## config.mk

```make
export PLATFORM = sky130hd
export DESIGN_NAME = ultrasonic_sweep_sector_scanner
export DESIGN_NICKNAME = d
export VERILOG_FILES = /design/src/hdl/ussc_pkg.sv /design/src/hdl/ussc_echo_scale.sv /design/src/hdl/ussc_sweep_core.sv /design/src/hdl/ultrasonic_sweep_sector_scanner.sv
export SDC_FILE = /design/constraint.sdc
export NUM_CORES = 1
export LEC_CHECK = 0
export BUFFER_PORTS_ARGS = -buffer_cell sky130_fd_sc_hd__buf_2
export CELL_PAD_IN_SITES_DETAIL_PLACEMENT = 1
export CELL_PAD_IN_SITES_GLOBAL_PLACEMENT = 1
export CORE_ASPECT_RATIO = 0.5
export CORE_UTILIZATION = 49
export CTS_CLUSTER_DIAMETER = 40
export CTS_CLUSTER_SIZE = 20
export DETAILED_ROUTE_END_ITERATION = 8
export GPL_ROUTABILITY_DRIVEN = 0
export PLACE_DENSITY = 0.82
export SYNTH_ARGS = -nofsm -noshare
export SYNTH_HDL_FRONTEND = slang
export SYNTH_SLANG_ARGS = --single-unit
```

## constraint.sdc

```tcl
create_clock -name clk -period 23 [get_ports clk]
set_clock_uncertainty 0.15 [all_clocks]
set_input_delay 4.6 -clock clk [delete_from_list [all_inputs] [get_ports clk]]
set_output_delay 4.6 -clock clk [all_outputs]
set_load 0.005 [all_outputs]
```

## src/hdl/ussc_pkg.sv

```systemverilog
// Shared types, codes and a helper function for the ultrasonic sweep sector scanner.
package ussc_pkg;

    // Field widths
    localparam int ECHO_W  = 16;
    localparam int ANGLE_W = 8;
    localparam int CLASS_W = 2;
    localparam int THR_W   = 9;
    localparam int SUM_W   = 13;
    localparam int CM_W    = 11;
    localparam int MODE_W  = 2;
    localparam int SEC_W   = 2;
    localparam int IDX_W   = 1;

    // Opcodes
    localparam logic OP_START = 1'b0;
    localparam logic OP_ECHO  = 1'b1;

    // Configuration register indexes
    localparam logic [IDX_W-1:0] REG_VERY_CLOSE = 1'b0;
    localparam logic [IDX_W-1:0] REG_NEAR       = 1'b1;

    // Sweep modes
    localparam logic [MODE_W-1:0] MODE_FWD  = 2'd0;
    localparam logic [MODE_W-1:0] MODE_REV  = 2'd1;
    localparam logic [MODE_W-1:0] MODE_IDLE = 2'd2;

    // Sectors
    localparam logic [SEC_W-1:0] SEC_RIGHT  = 2'd0;
    localparam logic [SEC_W-1:0] SEC_CENTER = 2'd1;
    localparam logic [SEC_W-1:0] SEC_LEFT   = 2'd2;

    // Distance classes
    localparam logic [CLASS_W-1:0] CLASS_VERY_CLOSE = 2'd0;
    localparam logic [CLASS_W-1:0] CLASS_NEAR       = 2'd1;
    localparam logic [CLASS_W-1:0] CLASS_FAR        = 2'd2;

    // Angles
    localparam logic [ANGLE_W-1:0] ANGLE_HOME      = 8'd90;
    localparam logic [ANGLE_W-1:0] ANGLE_SERVO_MIN = 8'd90;
    localparam logic [ANGLE_W-1:0] ANGLE_SERVO_MAX = 8'd180;
    localparam logic [ANGLE_W-1:0] ANGLE_FWD_END   = 8'd179;
    localparam logic [ANGLE_W-1:0] ANGLE_REV_END   = 8'd89;
    localparam logic [ANGLE_W-1:0] ANGLE_RIGHT_MAX = 8'd120;
    localparam logic [ANGLE_W-1:0] ANGLE_LEFT_MIN  = 8'd150;

    // Echo to cm: floor(us / 58) via reciprocal 65536/58 rounded down
    localparam int          US_PER_CM  = 58;
    localparam int          RECIP_SH   = 16;
    localparam logic [10:0] RECIP_MULT = 11'd1129;

    localparam logic [SUM_W-1:0] SUM_MAX = '1;

    // Result of one beat
    typedef struct packed {
        logic [ANGLE_W-1:0] servo_angle;
        logic               servo_move;
        logic [CLASS_W-1:0] left_class;
        logic [CLASS_W-1:0] right_class;
        logic [CLASS_W-1:0] center_class;
        logic               step_taken;
        logic               sweep_done;
    } ussc_result_t;

    // Sector of an angle
    function automatic logic [SEC_W-1:0] sector_of(input logic [ANGLE_W-1:0] a);
        logic [SEC_W-1:0] s;
        if (a <= ANGLE_RIGHT_MAX)
            s = SEC_RIGHT;
        else if (a < ANGLE_LEFT_MIN)
            s = SEC_CENTER;
        else
            s = SEC_LEFT;
        return s;
    endfunction

endpackage

```

## src/hdl/ussc_echo_scale.sv

```systemverilog
// First half of the echo-to-centimeter conversion: reciprocal multiply estimate.
module ussc_echo_scale
(
    input  logic [ussc_pkg::ECHO_W-1:0] echo_us,
    output logic [ussc_pkg::CM_W-1:0]   cm_est
);
    import ussc_pkg::*;

    logic [ECHO_W+CM_W-1:0] product;

    // Estimate is floor(us/58) or one less; the core corrects it
    assign product = (ECHO_W+CM_W)'(echo_us) * (ECHO_W+CM_W)'(RECIP_MULT);
    assign cm_est  = product[RECIP_SH +: CM_W];

endmodule

```

## src/hdl/ussc_sweep_core.sv

```systemverilog
// Sweep state, per-step averaging and sector classification.
module ussc_sweep_core #(
    parameter int SAMPLES_PER_STEP = 5,
    parameter int ANGLE_STEP       = 2
)
(
    input  logic                         clk,
    input  logic                         rst_n,
    input  logic                         fire,
    input  logic                         operation,
    input  logic [ussc_pkg::ECHO_W-1:0]  echo_us,
    input  logic [ussc_pkg::CM_W-1:0]    cm_est,
    input  logic [ussc_pkg::THR_W-1:0]   very_close_cm,
    input  logic [ussc_pkg::THR_W-1:0]   near_cm,
    output ussc_pkg::ussc_result_t       result
);
    import ussc_pkg::*;

    localparam int CNT_W = $clog2(SAMPLES_PER_STEP + 1);

    logic [ANGLE_W-1:0] angle_reg, angle_next;
    logic [MODE_W-1:0]  mode_reg, mode_next;
    logic [SEC_W-1:0]   sector_reg, sector_next;
    logic [CNT_W-1:0]   count_reg, count_next;
    logic [SUM_W-1:0]   sum_reg, sum_next;
    logic [CLASS_W-1:0] left_reg, left_next;
    logic [CLASS_W-1:0] right_reg, right_next;
    logic [CLASS_W-1:0] center_reg, center_next;

    logic [ECHO_W-1:0]  est_us;
    logic [ECHO_W-1:0]  remainder;
    logic [CM_W-1:0]    cm;
    logic [SUM_W:0]     sum_wide;
    logic [SUM_W-1:0]   sum_sat;
    logic [CNT_W-1:0]   count_inc;
    logic [SUM_W:0]     lim_very_close;
    logic [SUM_W:0]     lim_near;
    logic [CLASS_W-1:0] step_class;
    logic [ANGLE_W-1:0] angle_stepped;
    logic [SEC_W-1:0]   sector_stepped;
    logic               active;
    logic               move;
    logic               step;

    // Finish floor(us/58): one compare and subtract on the estimate
    assign est_us    = ECHO_W'(cm_est * US_PER_CM);
    assign remainder = echo_us - est_us;
    assign cm        = (remainder >= ECHO_W'(US_PER_CM)) ? cm_est + 1'b1 : cm_est;

    // Saturating running sum
    assign sum_wide = {1'b0, sum_reg} + (SUM_W+1)'(cm);
    assign sum_sat  = sum_wide[SUM_W] ? SUM_MAX : sum_wide[SUM_W-1:0];

    assign count_inc = count_reg + 1'b1;

    // mean < thr evaluated as sum < N*thr
    assign lim_very_close = (SUM_W+1)'(very_close_cm * SAMPLES_PER_STEP);
    assign lim_near       = (SUM_W+1)'(near_cm * SAMPLES_PER_STEP);

    always_comb
    begin
        if ({1'b0, sum_sat} < lim_very_close)
            step_class = CLASS_VERY_CLOSE;
        else if ({1'b0, sum_sat} < lim_near)
            step_class = CLASS_NEAR;
        else
            step_class = CLASS_FAR;
    end

    assign active = (mode_reg == MODE_FWD) || (mode_reg == MODE_REV);

    assign angle_stepped  = (mode_reg == MODE_FWD) ? angle_reg + ANGLE_W'(ANGLE_STEP)
                                                   : angle_reg - ANGLE_W'(ANGLE_STEP);
    assign sector_stepped = sector_of(angle_stepped);

    // Next state for one beat
    always_comb
    begin
        angle_next  = angle_reg;
        mode_next   = mode_reg;
        sector_next = sector_reg;
        count_next  = count_reg;
        sum_next    = sum_reg;
        left_next   = left_reg;
        right_next  = right_reg;
        center_next = center_reg;
        move        = 1'b0;
        step        = 1'b0;

        if (operation == OP_START)
        begin
            angle_next  = ANGLE_HOME;
            mode_next   = MODE_FWD;
            sector_next = SEC_LEFT;
            count_next  = '0;
            sum_next    = '0;
            move        = 1'b1;
        end
        else if (active)
        begin
            sum_next   = sum_sat;
            count_next = count_inc;
            if (count_inc >= CNT_W'(SAMPLES_PER_STEP))
            begin
                angle_next = angle_stepped;
                move = (angle_stepped >= ANGLE_SERVO_MIN) && (angle_stepped <= ANGLE_SERVO_MAX);
                // Store the class of the sector being left
                if (sector_stepped != sector_reg)
                begin
                    case (sector_reg)
                        SEC_LEFT:  left_next   = step_class;
                        SEC_RIGHT: right_next  = step_class;
                        default:   center_next = step_class;
                    endcase
                end
                sector_next = sector_stepped;
                if (mode_reg == MODE_FWD)
                begin
                    if (angle_stepped >= ANGLE_FWD_END)
                        mode_next = MODE_REV;
                end
                else
                begin
                    if (angle_stepped <= ANGLE_REV_END)
                        mode_next = MODE_IDLE;
                end
                count_next = '0;
                sum_next   = '0;
                step       = 1'b1;
            end
        end
    end

    // State registers
    always_ff @(posedge clk or negedge rst_n)
    begin
        if (!rst_n)
        begin
            angle_reg  <= ANGLE_HOME;
            mode_reg   <= MODE_IDLE;
            sector_reg <= SEC_LEFT;
            count_reg  <= '0;
            sum_reg    <= '0;
            left_reg   <= CLASS_FAR;
            right_reg  <= CLASS_FAR;
            center_reg <= CLASS_FAR;
        end
        else if (fire)
        begin
            angle_reg  <= angle_next;
            mode_reg   <= mode_next;
            sector_reg <= sector_next;
            count_reg  <= count_next;
            sum_reg    <= sum_next;
            left_reg   <= left_next;
            right_reg  <= right_next;
            center_reg <= center_next;
        end
    end

    // Result fields reflect the state after this beat
    always_comb
    begin
        result.servo_angle  = angle_next;
        result.servo_move   = move;
        result.left_class   = left_next;
        result.right_class  = right_next;
        result.center_class = center_next;
        result.step_taken   = step;
        result.sweep_done   = !((mode_next == MODE_FWD) || (mode_next == MODE_REV));
    end

endmodule

```

## src/hdl/ultrasonic_sweep_sector_scanner.sv

```systemverilog
// Top level of the ultrasonic sweep sector scanner: input register, core, result register.
//
// Input channel (in_valid/in_ready): operation 0 starts a sweep at 90 degrees,
// operation 1 delivers one echo width in echo_us (microseconds).
// Every input beat yields exactly one result beat on out_valid/out_ready with the
// servo command, the three stored sector classes, step and done flags.
// Config channel (cfg_valid/cfg_ready): cfg_index 0 writes very_close_cm,
// 1 writes near_cm; cfg_ready is always high. Write only with no beat in flight.
// Each input beat passes the input register, then the single-pass update into
// the result register.
// Throughput: one beat per cycle while the receiver does not stall, set by the single-pass state update in the core.
// The echo-to-cm reciprocal multiply runs ahead of the input register; the
// correction and sweep update run between input and result registers.
// Reset: angle 90, idle, all classes far, thresholds 20 and 50, both stages empty.
// Receiver stall: the result register holds; one more beat waits in the input
// register, after which in_ready drops until the result is taken.
module ultrasonic_sweep_sector_scanner #(
    parameter int SAMPLES_PER_STEP = 5,
    parameter int ANGLE_STEP       = 2
)
(
    input  logic                          clk,
    input  logic                          rst_n,
    input  logic                          in_valid,
    output logic                          in_ready,
    input  logic                          operation,
    input  logic [ussc_pkg::ECHO_W-1:0]   echo_us,
    output logic                          out_valid,
    input  logic                          out_ready,
    output logic [ussc_pkg::ANGLE_W-1:0]  servo_angle,
    output logic                          servo_move,
    output logic [ussc_pkg::CLASS_W-1:0]  left_class,
    output logic [ussc_pkg::CLASS_W-1:0]  right_class,
    output logic [ussc_pkg::CLASS_W-1:0]  center_class,
    output logic                          step_taken,
    output logic                          sweep_done,
    input  logic                          cfg_valid,
    output logic                          cfg_ready,
    input  logic [ussc_pkg::IDX_W-1:0]    cfg_index,
    input  logic [ussc_pkg::THR_W-1:0]    cfg_data
);
    import ussc_pkg::*;

    logic               in_valid_reg;
    logic               op_reg;
    logic [ECHO_W-1:0]  us_reg;
    logic [CM_W-1:0]    cm_est_reg;
    logic [CM_W-1:0]    cm_est;
    logic               out_valid_reg;
    ussc_result_t       result_reg;
    ussc_result_t       result;
    logic [THR_W-1:0]   very_close_reg;
    logic [THR_W-1:0]   near_reg;
    logic               advance;
    logic               fire;
    logic               in_beat;

    // Pipeline control
    assign advance  = !out_valid_reg || out_ready;
    assign fire     = in_valid_reg && advance;
    assign in_ready = !in_valid_reg || advance;
    assign in_beat  = in_valid && in_ready;

    ussc_echo_scale u_scale
    (
        .echo_us (echo_us),
        .cm_est  (cm_est)
    );

    // Input register
    always_ff @(posedge clk or negedge rst_n)
    begin
        if (!rst_n)
            in_valid_reg <= 1'b0;
        else if (in_ready)
            in_valid_reg <= in_valid;
    end

    always_ff @(posedge clk)
    begin
        if (in_beat)
        begin
            op_reg     <= operation;
            us_reg     <= echo_us;
            cm_est_reg <= cm_est;
        end
    end

    ussc_sweep_core #(
        .SAMPLES_PER_STEP (SAMPLES_PER_STEP),
        .ANGLE_STEP       (ANGLE_STEP)
    ) u_core
    (
        .clk           (clk),
        .rst_n         (rst_n),
        .fire          (fire),
        .operation     (op_reg),
        .echo_us       (us_reg),
        .cm_est        (cm_est_reg),
        .very_close_cm (very_close_reg),
        .near_cm       (near_reg),
        .result        (result)
    );

    // Result register
    always_ff @(posedge clk or negedge rst_n)
    begin
        if (!rst_n)
            out_valid_reg <= 1'b0;
        else if (advance)
            out_valid_reg <= in_valid_reg;
    end

    always_ff @(posedge clk)
    begin
        if (fire)
            result_reg <= result;
    end

    // Threshold registers
    assign cfg_ready = 1'b1;

    always_ff @(posedge clk or negedge rst_n)
    begin
        if (!rst_n)
        begin
            very_close_reg <= 9'd20;
            near_reg       <= 9'd50;
        end
        else if (cfg_valid)
        begin
            case (cfg_index)
                REG_VERY_CLOSE: very_close_reg <= cfg_data;
                REG_NEAR:       near_reg       <= cfg_data;
                default:        ;
            endcase
        end
    end

    assign out_valid    = out_valid_reg;
    assign servo_angle  = result_reg.servo_angle;
    assign servo_move   = result_reg.servo_move;
    assign left_class   = result_reg.left_class;
    assign right_class  = result_reg.right_class;
    assign center_class = result_reg.center_class;
    assign step_taken   = result_reg.step_taken;
    assign sweep_done   = result_reg.sweep_done;

endmodule

```

## After elaboration in Yosys (flattened, before gate mapping)

Index checks and enable logic that the tools add are counted.

| word-level totals | value |
|---|---|
| register bits | 99 |
| logic and storage cells | 111 |
| input port bits | 32 |
| output and inout port bits | 20 |

| cells by class | value |
|---|---|
| reduce and logical (&&, ||, !) cells | 19 |
| equal/unequal tests | 6 |
| muxes and demuxes | 43 |
| add/subtract/negate cells | 6 |
| multiply operators | 4 |
| bitwise operators | 1 |
| order comparisons | 10 |

Operators by type and width:

| operator | number |
|---|---|
| 2-bit two-way mux | 28 |
| 13-bit two-way mux | 4 |
| 8-bit two-way mux | 4 |
| 16-bit by 11-bit multiplier with 27-bit output, second input constant | 1 |
| 13-bit by 12-bit < comparator with 1-bit output | 2 |
| 9-bit by 3-bit multiplier with 12-bit output, second input constant | 2 |
| 16-bit by 6-bit greater-or-equal comparator with 1-bit output, second input constant | 1 |
| 8-bit by 7-bit less-or-equal comparator with 1-bit output, second input constant | 2 |
| 16-bit subtractor | 1 |
| 11-bit by 5-bit multiplier with 15-bit output, second input constant | 1 |
| 13-bit by 11-bit adder with 14-bit output | 1 |
| 11-bit by 1-bit adder with 11-bit output, second input constant | 1 |
| 11-bit two-way mux | 1 |
| 3-bit two-way mux | 3 |
| 8-bit by 2-bit adder with 8-bit output, second input constant | 1 |
| 8-bit by 7-bit greater-or-equal comparator with 1-bit output, second input constant | 1 |
| 8-bit greater-or-equal comparator, second input constant | 1 |
| 8-bit less-or-equal comparator, second input constant | 1 |
| 8-bit < comparator, second input constant | 1 |
| 2-bit AND reduction | 4 |
| 8-bit by 2-bit subtractor with 8-bit output, second input constant | 1 |
| 2-bit logical NOT | 3 |
| 2-bit by 1-bit equality test with 1-bit output, second input constant | 2 |
| 1-bit logical OR | 4 |
| 11 further kinds | 18 |

## Depth between registers and ports, before layout

Gate-level depths: netlist of run 1.

| depth | value |
|---|---|
| word-level depth | 14 |
| depth in mapped cells | 41 |

## Hierarchy

A second synthesis of run 1 with hierarchy kept.

| second synthesis, totals | value |
|---|---|
| cells, all modules | 1079 |
| area total of the unflattened synthesis | 10832.9 sq um |

Modules (own cells, without submodules):

| module | instances | cells each | seq. area each (sq um) | area an instance (sq um) |
|---|---|---|---|---|
| ussc_sweep_core | 1 | 721 | 862.1 | 6124.6 |
| ussc_echo_scale | 1 | 264 | 0.0 | 2566.2 |
| ultrasonic_sweep_sector_scanner | 1 | 94 | 1858.0 | 2142.1 |

## Least setup slack after synthesis of run 1

OpenSTA, ideal clock, no wires.

| path | value |
|---|---|
| kind | input-to-output |
| start point | in out_ready |
| end point | out in_ready |
| stages on the path | 1 |
| path slack | 13.476 ns |
| path buffers | 0 |
| arrival time | 4.774 ns |
| cells stage by stage | nand3b_1 |

| on the way | value |
|---|---|
| longest elaborated chain between the ends | 2 |

RTL lines:

| item | RTL line | source |
|---|---|---|
| start: declaration | ultrasonic_sweep_sector_scanner.sv:29 | `input logic out_ready,` |
| 1-bit logical OR | ultrasonic_sweep_sector_scanner.sv:59 | `assign advance = !out_valid_reg \|\| out_ready;` |
| 1-bit logical OR | ultrasonic_sweep_sector_scanner.sv:61 | `assign in_ready = !in_valid_reg \|\| advance;` |
| end: declaration | ultrasonic_sweep_sector_scanner.sv:25 | `output logic in_ready,` |

Every way passes these cells.

==> impl_results.md, run 1 <==
* Initial cell density of the core at 51.07%
* Nature of the critical path startpoint: flop
* Dominant synthesized flop cell: edfxtp_1
* CTS tree: done
* Fillers at 2442
* Core Rows at 37
* Total core area at 21020 µm²
* Die X at 211.3 µm
* Synthesis Warnings at 0
* Run status: finished clean
* Dpl hpwl at 21850 µm
* Metal2 WL at 13750 µm
* TritonCTS Buffers at 9
* Met3 wire len at 688 µm
* DRC at 0
* RSZ-0062 raised after global routing: false
* Clock slew at reported path FFs at 70 ps
* Number of global-route vias before repair at 9078
* CTS sink cnt at 98
* Crit path capture type: flop
* Critical Path Max Stage Delay at 620 ps
* Post-synthesis mux area share at 3.824%
* Max Cap Violations at 0
* Avg Cell Area, Syn at 9.784 µm²
* Postcts setup bufs at 0
* CTS Buffer Depth at 2
* Final instance area at 11580 µm²
* Max Fclk at 95.04 MHz
* Worst Tran Pin Value at 917.5 ps
* Global-route usage over all layers at 25.01%
* Seq/Total Area, Yosys at 25.06%
* Die footprint at 22540 µm²
* Largest family of logic cells by synthesized area: adder cells
* Synth Area in Adders at 35.21%
* Tmin final at 10520 ps
* DRT Pass-1 Iters at 7
* Syn Std Cell Area at 10730 µm²
* Data arrival, critical path at 10600 ps
* Top routing layer in use: met4
* DRT Wirelength at 26580 µm
* CP max FO at 10
* Hold Buf Count CTS at 0
* Max reg flops at 15
* First-pass GRT wire length at 44550 µm
* Dpl cell area at 11310 µm²
* Drt initial violations at 383
* Setup violations, final at 0
* Routed Antenna Nets at 0
* CTS resizes at 0
* Root buffer cell: clkbuf_16
* Synth Instances at 1097
* Layout Nets at 1449
* Synth Register Bits at 98
* Largest net degree at the start of global routing at 55
* M1 wire length at 11690 µm
* WS Path Type: reg2reg
* Layout area overhead at 7.881%
* Critical Path Slowest Stage Cell: nor3b_1
* Most frequent cells in the layout: ha_1, inv_1, a21oi_1, o21ai_0, nand2_1
* Async SR Flop Fraction at 55.10%
* Level count of the clock H-tree at 3
* Most frequent CP cell: a21oi_1
* Avg WL per Cell at 18.39 µm
* Synth cell types at 75
* Xor/xnor cell area share of the yosys netlist at 4.733%
* GRT overflow at 0
* Most common cell after layout, fill and taps aside: ha_1
* Post-Syn Nets at 1398
* Hold Path Class: reg2reg
* Post-synth EDFFs at 44
* Compound-Gate Fraction of Synth Area at 14.75%
* Vias after detailed routing at 8164
* Later-pin clock latency in the skew report at 370 ps
* Max_slew headroom at 38.71%
* TNS Setup at 0 ps
* I/O pin count at 52
* Crit path required time at 23080 ps
* Share of layout cells above drive strength 1 at 11.27%
* Vias per cell at 5.650
* Slew Limit Fails at 0
* Port bufs at 50
* N_diodes at 0
* Tcrit/Tclk final at 45.75%
* Die H at 106.7 µm
* Antenna violations before repair at 0
* Final Hold Vio Count at 0
* Simple logic cell fraction of the synthesized area at 9.664%
## cell type report
type                       instances  area, µm²  share of cell area [%]
tap                              292      365.4                   3.155
multi-input combinational        811       7321                   63.23
clock buffer                      10      229.0                   1.978
timing repair buffer              54      280.3                   2.421
clock inverter                     6      40.04                  0.3458
sequential                        98       2690                   23.23
inverter                         174      653.1                   5.641
## worst max-delay path: cells and delay by family, from the launching register on
family / cells / cell delay [ps]
xor gates and xnor gates: 1 / 190
DFF: 1 / 450
AOI/OAI and AO/OA: 20 / 4160
and+or+nand+nor: 6 / 1910
muxes: 2 / 690
buffers and inverters: 2 / 200
adders and majority gates: 7 / 2630
## cells in the mapped netlist, drive strengths merged (5+ instances only)
cell type | count | area [µm²]
ha | 214 | 2678
inv | 173 | 649.4
a21oi | 61 | 316.6
o21ai | 60 | 300.3
nand2 | 59 | 221.5
fa | 55 | 1101
nor2 | 54 | 202.7
edfxtp | 44 | 1321
dfrtp | 40 | 1001
xnor2 | 36 | 315.3
mux2 | 32 | 360.3
a21o | 28 | 211.5
xor2 | 22 | 192.7
dfstp | 14 | 367.9
nand2b | 14 | 95.09
nand3 | 14 | 75.07
a22o | 13 | 113.9
o211ai | 13 | 111.4
nor3 | 12 | 60.06
and2 | 11 | 68.82
clkbuf | 10 | 37.54
nand4 | 10 | 62.56
o2111ai | 8 | 87.59
o21a | 8 | 60.06
nor2b | 7 | 43.79
a211oi | 6 | 45.04
or2 | 6 | 37.54
a31oi | 5 | 31.28
and3 | 5 | 31.28
mux2i | 5 | 50.05
## kinds of logic (layout without fill, tap and decap cells)
family          after synthesis  after routing
compound gates              237            237
buf+inv                     188            244
other cells                   1              1
simple gates                209            209
xor+xnor                     58             58
fa+ha+maj                   269            269
mux                          37             37
flops                        98             98
## metrics by stage
stage | hold WS, ps | cells | setup slack [ps] | util [%]
6_report | 327.7 | 1445 | 12480 | 55.09
5_1_grt | 352.8 | 1445 | 11600 | 55.09
4_1_cts | 331.8 | 1445 | 12520 | 55.09
3_5_place_dp | 321.4 | 1429 | 12660 | 53.81
3_3_place_gp | 309.3 | 1429 | 13170 | 53.81
2_1_floorplan | 298.9 | 1097 | 13480 | -
## per-layer routing
metal / GRT usage [%] / vias to the layer above
met2: 47.11 / 115
li1: - / 3930
met1: 29.79 / 4079
met4: 6.315 / 0
met3: 3.749 / 40
met5: 0 / -
## worst paths after layout
check	start	slack, ps	depth (start not counted)	to
setup / recovery	cm_est_reg[1]$_DFFE_PP_	12480	38	right_class[0]$_DFFE_PP_
hold / removal	u_core.angle_reg[4]$_DFFE_PN1P_	330	2	u_core.angle_reg[4]$_DFFE_PN1P_
setup reg to reg	cm_est_reg[1]$_DFFE_PP_	12480	38	right_class[0]$_DFFE_PP_
hold reg to reg	u_core.angle_reg[4]$_DFFE_PN1P_	330	2	u_core.angle_reg[4]$_DFFE_PN1P_
max in group asynchronous	rst_n	17970	2	u_core.sum_reg[3]$_DFFE_PN0P_
min in group asynchronous	rst_n	4210	2	in_valid_reg$_DFFE_PN0N_
Power of run 1 is not shown: default switching activity piles up to over one toggle a cycle in this logic, so the estimate is an artifact.
==> inputs of run 2 (changes only) <==
- CORE_UTILIZATION: 49 -> 45
- PLACE_DENSITY: 0.82 -> 0.79
- clock period: 23 -> 9.4 ns (I/O delays scaled with it)
==> run 2 against run 1 <==
  * The flow now finishes with violations (design-rule violations)
  * Maximum frequency increased by 17%
  * Sequential cell count is the same
  * Sequential share of layout area down 0.64 points
  * Cell count increased by 2.9%
  * Final area is 2.8% higher
  * Via count up 0.31%
  * Critical path type unchanged
  * Highest routed layer unchanged
==> impl_results.md, run 2 (synthesized netlist as in run 1, its figures left out) <==
* Hold_sp: u_core.angle_reg[6]$_DFFE_PN1P_
* Drt initial violations at 303 (-21%)
* Hold Path Class: reg2reg
* Most frequent CP cell: ha_1
* Run status: finished, violations left
* Core Util, Final at 51.59% (-3.5 points)
* Slew Limit Fails at 0 (unchanged)
* DRC at 4 (+4)
* Reg2Reg Launch Point: cm_est_reg[1]$_DFFE_PP_
* Avg WL per Cell at 17.66 µm (-4.0%)
* GR Layer Usage met3 at 3.567% (-0.18 points)
* Routed Antenna Nets at 0 (unchanged)
* Core Rows at 39 (+5.4%)
* I/O pin count at 52 (unchanged)
* Layer with the highest usage: met2
* TritonCTS Buffers at 9 (unchanged)
* CTS tree: done
* Die X at 220.4 µm (+4.3%)
* WS Path Type: reg2reg
* Tcrit/Tclk final at 96.03% (+50 points)
* Nature of the critical path startpoint: flop
* Port bufs at 50 (unchanged)
* Data arrival, critical path at 8990 ps (-1610 ps)
* Crit path capture type: flop
* Root buffer cell: clkbuf_16
* Tmin final at 9027 ps (-1495 ps)
* Hold Path Cell Cnt at 2 (unchanged)
* R2R depth at 40 (+5.3%)
* DRT Wirelength at 26260 µm (-1.2%)
* Setup violations, final at 0 (unchanged)
* Final Hold Vio Count at 0 (unchanged)
* Layout Nets at 1476 (+1.9%)
* Failing checks: design-rule violations
* Share of layout cells above drive strength 1 at 15.42% (+4.1 points)
* DRT Pass-1 Iters at 6 (-1)
* Vias per cell at 5.507 (-2.5%)
* N_diodes at 0 (unchanged)
* R2r setup slk at 370 ps (-12100 ps)
* CTS Buffer Depth at 2 (unchanged)
* Max Cap Violations at 0 (unchanged)
* Worst Tran Pin Value at 965.0 ps (+47.58 ps)
* Die footprint at 24510 µm² (+8.8%)
* Final setup margin at 373.2 ps (-12100 ps)
* Antenna violations before repair at 0 (unchanged)
* Most frequent cells in the layout: ha_1, inv_1, nand2_1
* GRT overflow at 0 (unchanged)
* Vias after detailed routing at 8189 (+0.31%)
* Later-pin clock latency in the skew report at 370 ps (about the same)
* Reg-to-reg endpoint: center_class[0]$_DFFE_PP_
* Largest net degree at the start of global routing at 55 (unchanged)
* GR met1 Demand/Resource at 27.93% (-1.9 points)
* Level count of the clock H-tree at 3 (unchanged)
* Layout area overhead at 10.93%
* Max_slew headroom at 35.53% (-3.2 points)
* Final instance area at 11910 µm² (+2.8%)
* Clock slew at reported path FFs at 70 ps (about the same)
* Die H at 111.2 µm (+4.3%)
* Hold Buf Count CTS at 0 (unchanged)
* Max reg flops at 15 (unchanged)
* CTS sink cnt at 98 (unchanged)
* Most common cell after layout, fill and taps aside: ha_1
* Max Fclk at 110.8 MHz (+17%)
* Number of global-route vias before repair at 9129 (+0.56%)
* Critical Path Slowest Stage Cell: fa_1
* Critical Path Max Stage Delay at 550 ps (-70 ps)
* Place WS at -211.2 ps (-12870 ps)
* CP max FO at 9 (-1)
* Total core area at 23080 µm² (+9.8%)
* Dpl hpwl at 21260 µm (-2.7%)
* Hold path endpoint: u_core.angle_reg[6]$_DFFE_PN1P_
* GR Util met2 at 40.19% (-6.9 points)
* Initial cell density of the core at 46.50% (-4.6 points)
* Crit path required time at 9370 ps (-13710 ps)
* Fillers at 2641 (+8.1%)
* First-pass GRT wire length at 44220 µm (-0.73%)
* Global-route usage over all layers at 22.71% (-2.3 points)
* Dpl cell area at 11460 µm² (+1.3%)
## run 2: worst max-delay path: cells and delay by family (launching register included)
family                   cells  cell delay, ps
AND/OR/NAND/NOR              7            1190
flip-flops                   1             350
XOR/XNOR                     1             110
multiplexers                 1             260
adder cells (fa/ha/maj)      7            2510
AO/OA/AOI/OAI               18            3450
buffers and inverters        6             730
## run 2: metrics by stage
step	TNS (ps)	cells	hold WS, ps
3_3_place_gp	0	1461	311.7
4_1_cts	0	1477	331.2
3_5_place_dp	-1630	1461	321.0
2_1_floorplan	0	1097	298.9
5_1_grt	-458.1	1487	352.9
6_report	0	1487	328.4
## run 2: what timing repair did
item,CTS,global route
pin swaps,0,20
hold endpoints to repair,0,0
buffers inserted,0,9
resized for setup,6,30
endpoints found under the setup margin,12,12
cloned,0,1
## run 2: per-layer routing
| layer | part of all wire (%) | vias to the layer above |
|---|---|---|
| met4 | 2.1 | 0 |
| met2 | 50 | 112 |
| met3 | 2.2 | 39 |
| met1 | 46 | 4054 |
| met5 | 0 | - |
| li1 | - | 3984 |
## run 2: worst max-delay path by stage
stage                                  startpoint                         to  cells after the start
after global routing      cm_est_reg[2]$_DFFE_PP_   right_class[0]$_DFFE_PP_                     39
after CTS                 cm_est_reg[1]$_DFFE_PP_  center_class[0]$_DFFE_PP_                     40
after detailed placement  cm_est_reg[1]$_DFFE_PP_   right_class[1]$_DFFE_PP_                     38
after floorplan           cm_est_reg[1]$_DFFE_PP_  center_class[0]$_DFFE_PP_                     39
after global placement    cm_est_reg[1]$_DFFE_PP_   right_class[1]$_DFFE_PP_                     39
final                     cm_est_reg[1]$_DFFE_PP_  center_class[0]$_DFFE_PP_                     40
## run 2: cell type report
cell class / instances / area, µm² / share of cell area [%]
flip-flops and latches: 98 / 2690 / 22.59
clock inverters: 7 / 55.05 / 0.4624
inverters: 174 / 653.1 / 5.486
repair buffers: 80 / 475.5 / 3.993
clock buffers: 9 / 225.2 / 1.892
multi-input cells: 812 / 7423 / 62.35
well taps: 307 / 384.1 / 3.226
Power of run 2 is left out for the same reason.
==> inputs of run 3 (changes only) <==
- CORE_UTILIZATION: 45 -> 49
- PLACE_DENSITY: 0.79 -> 0.82
- clock period: 9.4 -> 10.85 ns (I/O delays scaled with it)
==> run 3 against run 2 <==
  * The flow now finishes without violations
  * Sequential cell count did not move
  * Largest cell class unchanged
  * Register-to-register slack improved by 460 ps
  * Via count is 1.2% lower
  * Critical path depth decreased by 3
  * Critical path type unchanged
  * Final area down 1.9%
  * Sequential share of layout area is 0.44 points higher
  * Hold slack better by 5.0 ps
  * Core utilization is 4.0 points higher
  * Die area fell by 8.1%
  * Cell count down 2.8%
  * Count of clock-buffer cells in the layout grew 3
  * Global-route usage up 2.4 points
==> impl_results.md, run 3 (synthesized netlist as in run 1, its figures left out) <==
* Run status: finished clean
* Dpl cell area at 11310 µm² (-1.3%)
* N_diodes at 0 (unchanged)
* CTS tree: done
* Data arrival, critical path at 9980 ps (+990 ps)
* R2r setup slk at 830 ps (+460 ps)
* Hold Path Class: reg2reg
* Critical Path Max Stage Delay at 560 ps (about the same)
* Avg WL per Cell at 18.46 µm (+4.5%)
* Number of global-route vias before repair at 9047 (-0.90%)
* I/O pin count at 52 (unchanged)
* Root buffer cell: clkbuf_16
* DRC at 0 (-4)
* Final Hold Vio Count at 0 (unchanged)
* Slew Limit Fails at 0 (unchanged)
* CTS Buffer Depth at 2 (unchanged)
* Max Fclk at 99.85 MHz (-9.9%)
* Max reg flops at 15 (unchanged)
* Largest net degree at the start of global routing at 55 (unchanged)
* Clock slew at reported path FFs at 80 ps (about the same)
* Hold Path Cell Cnt at 2 (unchanged)
* Fillers at 2390 (-9.5%)
* Vias per cell at 5.597 (+1.6%)
* Critical Path Slowest Stage Cell: fa_1
* Die footprint at 22540 µm² (-8.1%)
* GRT overflow at 0 (unchanged)
* R2R depth at 37 (-7.5%)
* Initial cell density of the core at 51.07% (+4.6 points)
* Drt initial violations at 366 (+21%)
* Worst Tran Pin Value at 909.8 ps (-55.23 ps)
* Die X at 211.3 µm (-4.1%)
* Share of layout cells above drive strength 1 at 11.71% (-3.7 points)
* Crit path capture type: flop
* DRT Pass-1 Iters at 6 (unchanged)
* Port bufs at 50 (unchanged)
* FF+latch area at 2690 µm² (unchanged)
* Max Cap Violations at 0 (unchanged)
* TNS Setup at 0 ps (unchanged)
* TritonCTS Buffers at 9 (unchanged)
* Setup violations, final at 0 (unchanged)
* Core Rows at 37 (-5.1%)
* Total core area at 21020 µm² (-8.9%)
* Most frequent cells in the layout: ha_1, inv_1, a21oi_1
* WS Path Type: reg2reg
* Global-route usage over all layers at 25.12% (+2.4 points)
* RSZ-0062 raised after global routing: false
* Final instance area at 11680 µm² (-1.9%)
* Level count of the clock H-tree at 3 (unchanged)
* First-pass GRT wire length at 44480 µm (+0.59%)
* Routed Antenna Nets at 0 (unchanged)
* CTS sink cnt at 98 (unchanged)
* Layout area overhead at 8.813%
* Nature of the critical path startpoint: flop
* Later-pin clock latency in the skew report at 370 ps (about the same)
* Die H at 106.7 µm (-4.1%)
* Core Util, Final at 55.57% (+4.0 points)
* Most frequent CP cell: a21oi_1
* Tcrit/Tclk final at 92.30% (-3.7 points)
* Hold Buf Count CTS at 0 (unchanged)
* Dpl hpwl at 21520 µm (+1.2%)
* Multi-input gate area at 7337 µm² (-1.2%)
* Antenna violations before repair at 0 (unchanged)
* Place WS at 364.2 ps (+575.4 ps)
* Crit path required time at 10820 ps (+1450 ps)
* Final setup margin at 835.0 ps (+461.7 ps)
* Tmin final at 10020 ps (+988.3 ps)
* Vias after detailed routing at 8088 (-1.2%)
* Max_slew headroom at 38.91% (+3.4 points)
* DRT Wirelength at 26670 µm (+1.6%)
* Most common cell after layout, fill and taps aside: ha_1
* CP max FO at 10 (+1)
* Layout Nets at 1449 (-1.8%)
==> run 3: worst max-delay path: cells and delay by family, from the launching register on <==
family / cells / cell delay, ps
buffers and inverters: 2 / 200
AND/OR/NAND/NOR: 6 / 1450
flip-flops: 1 / 460
multiplexers: 2 / 720
AO/OA/AOI/OAI: 19 / 3910
XOR/XNOR: 1 / 200
adder cells (fa/ha/maj): 7 / 2650
==> run 3: path summary, 6_finish.rpt <==
| kind | startpoint | endpoint |
|---|---|---|
| max in group asynchronous | rst_n | near_reg[0]$_DFFE_PN0P_ |
| setup / recovery | cm_est_reg[1]$_DFFE_PP_ | left_class[1]$_DFFE_PP_ |
| hold reg to reg | u_core.angle_reg[6]$_DFFE_PN1P_ | u_core.angle_reg[6]$_DFFE_PN1P_ |
| setup reg to reg | cm_est_reg[1]$_DFFE_PP_ | left_class[1]$_DFFE_PP_ |
| min in group asynchronous | rst_n | in_valid_reg$_DFFE_PN0N_ |
| hold / removal | u_core.angle_reg[6]$_DFFE_PN1P_ | u_core.angle_reg[6]$_DFFE_PN1P_ |
==> run 3: timing repair <==
| item | in CTS | in global routing |
|---|---|---|
| setup endpoints to repair | 0 | 12 |
| buffers inserted | 0 | 0 |
| resized for setup | 0 | 6 |
==> run 3: per-layer routing <==
metal  GRT usage (%)  vias to the layer above  wire [µm]
met5               0                        -          0
met4           7.764                        0        553
met3           3.456                       40        707
met2           46.22                      107      13450
met1           30.48                     4003      11960
li1                -                     3938          -
==> run 3: cell type report <==
cell class	instances	area share, %
timing repair buffer	54	2.400
clock inverter	4	0.5464
clock buffer	12	2.475
inverter	174	5.592
tap	292	3.128
multi-input combinational	811	62.82
sequential	98	23.03
==> run 3: metrics by stage <==
stage,hold WS (ps),instances
after CTS,341.5,1445
after floorplan,298.9,1097
after detailed placement,325.9,1429
after global routing,379.6,1445
after global placement,310.4,1429
final,333.4,1445
Power of run 3 is left out for the same reason.
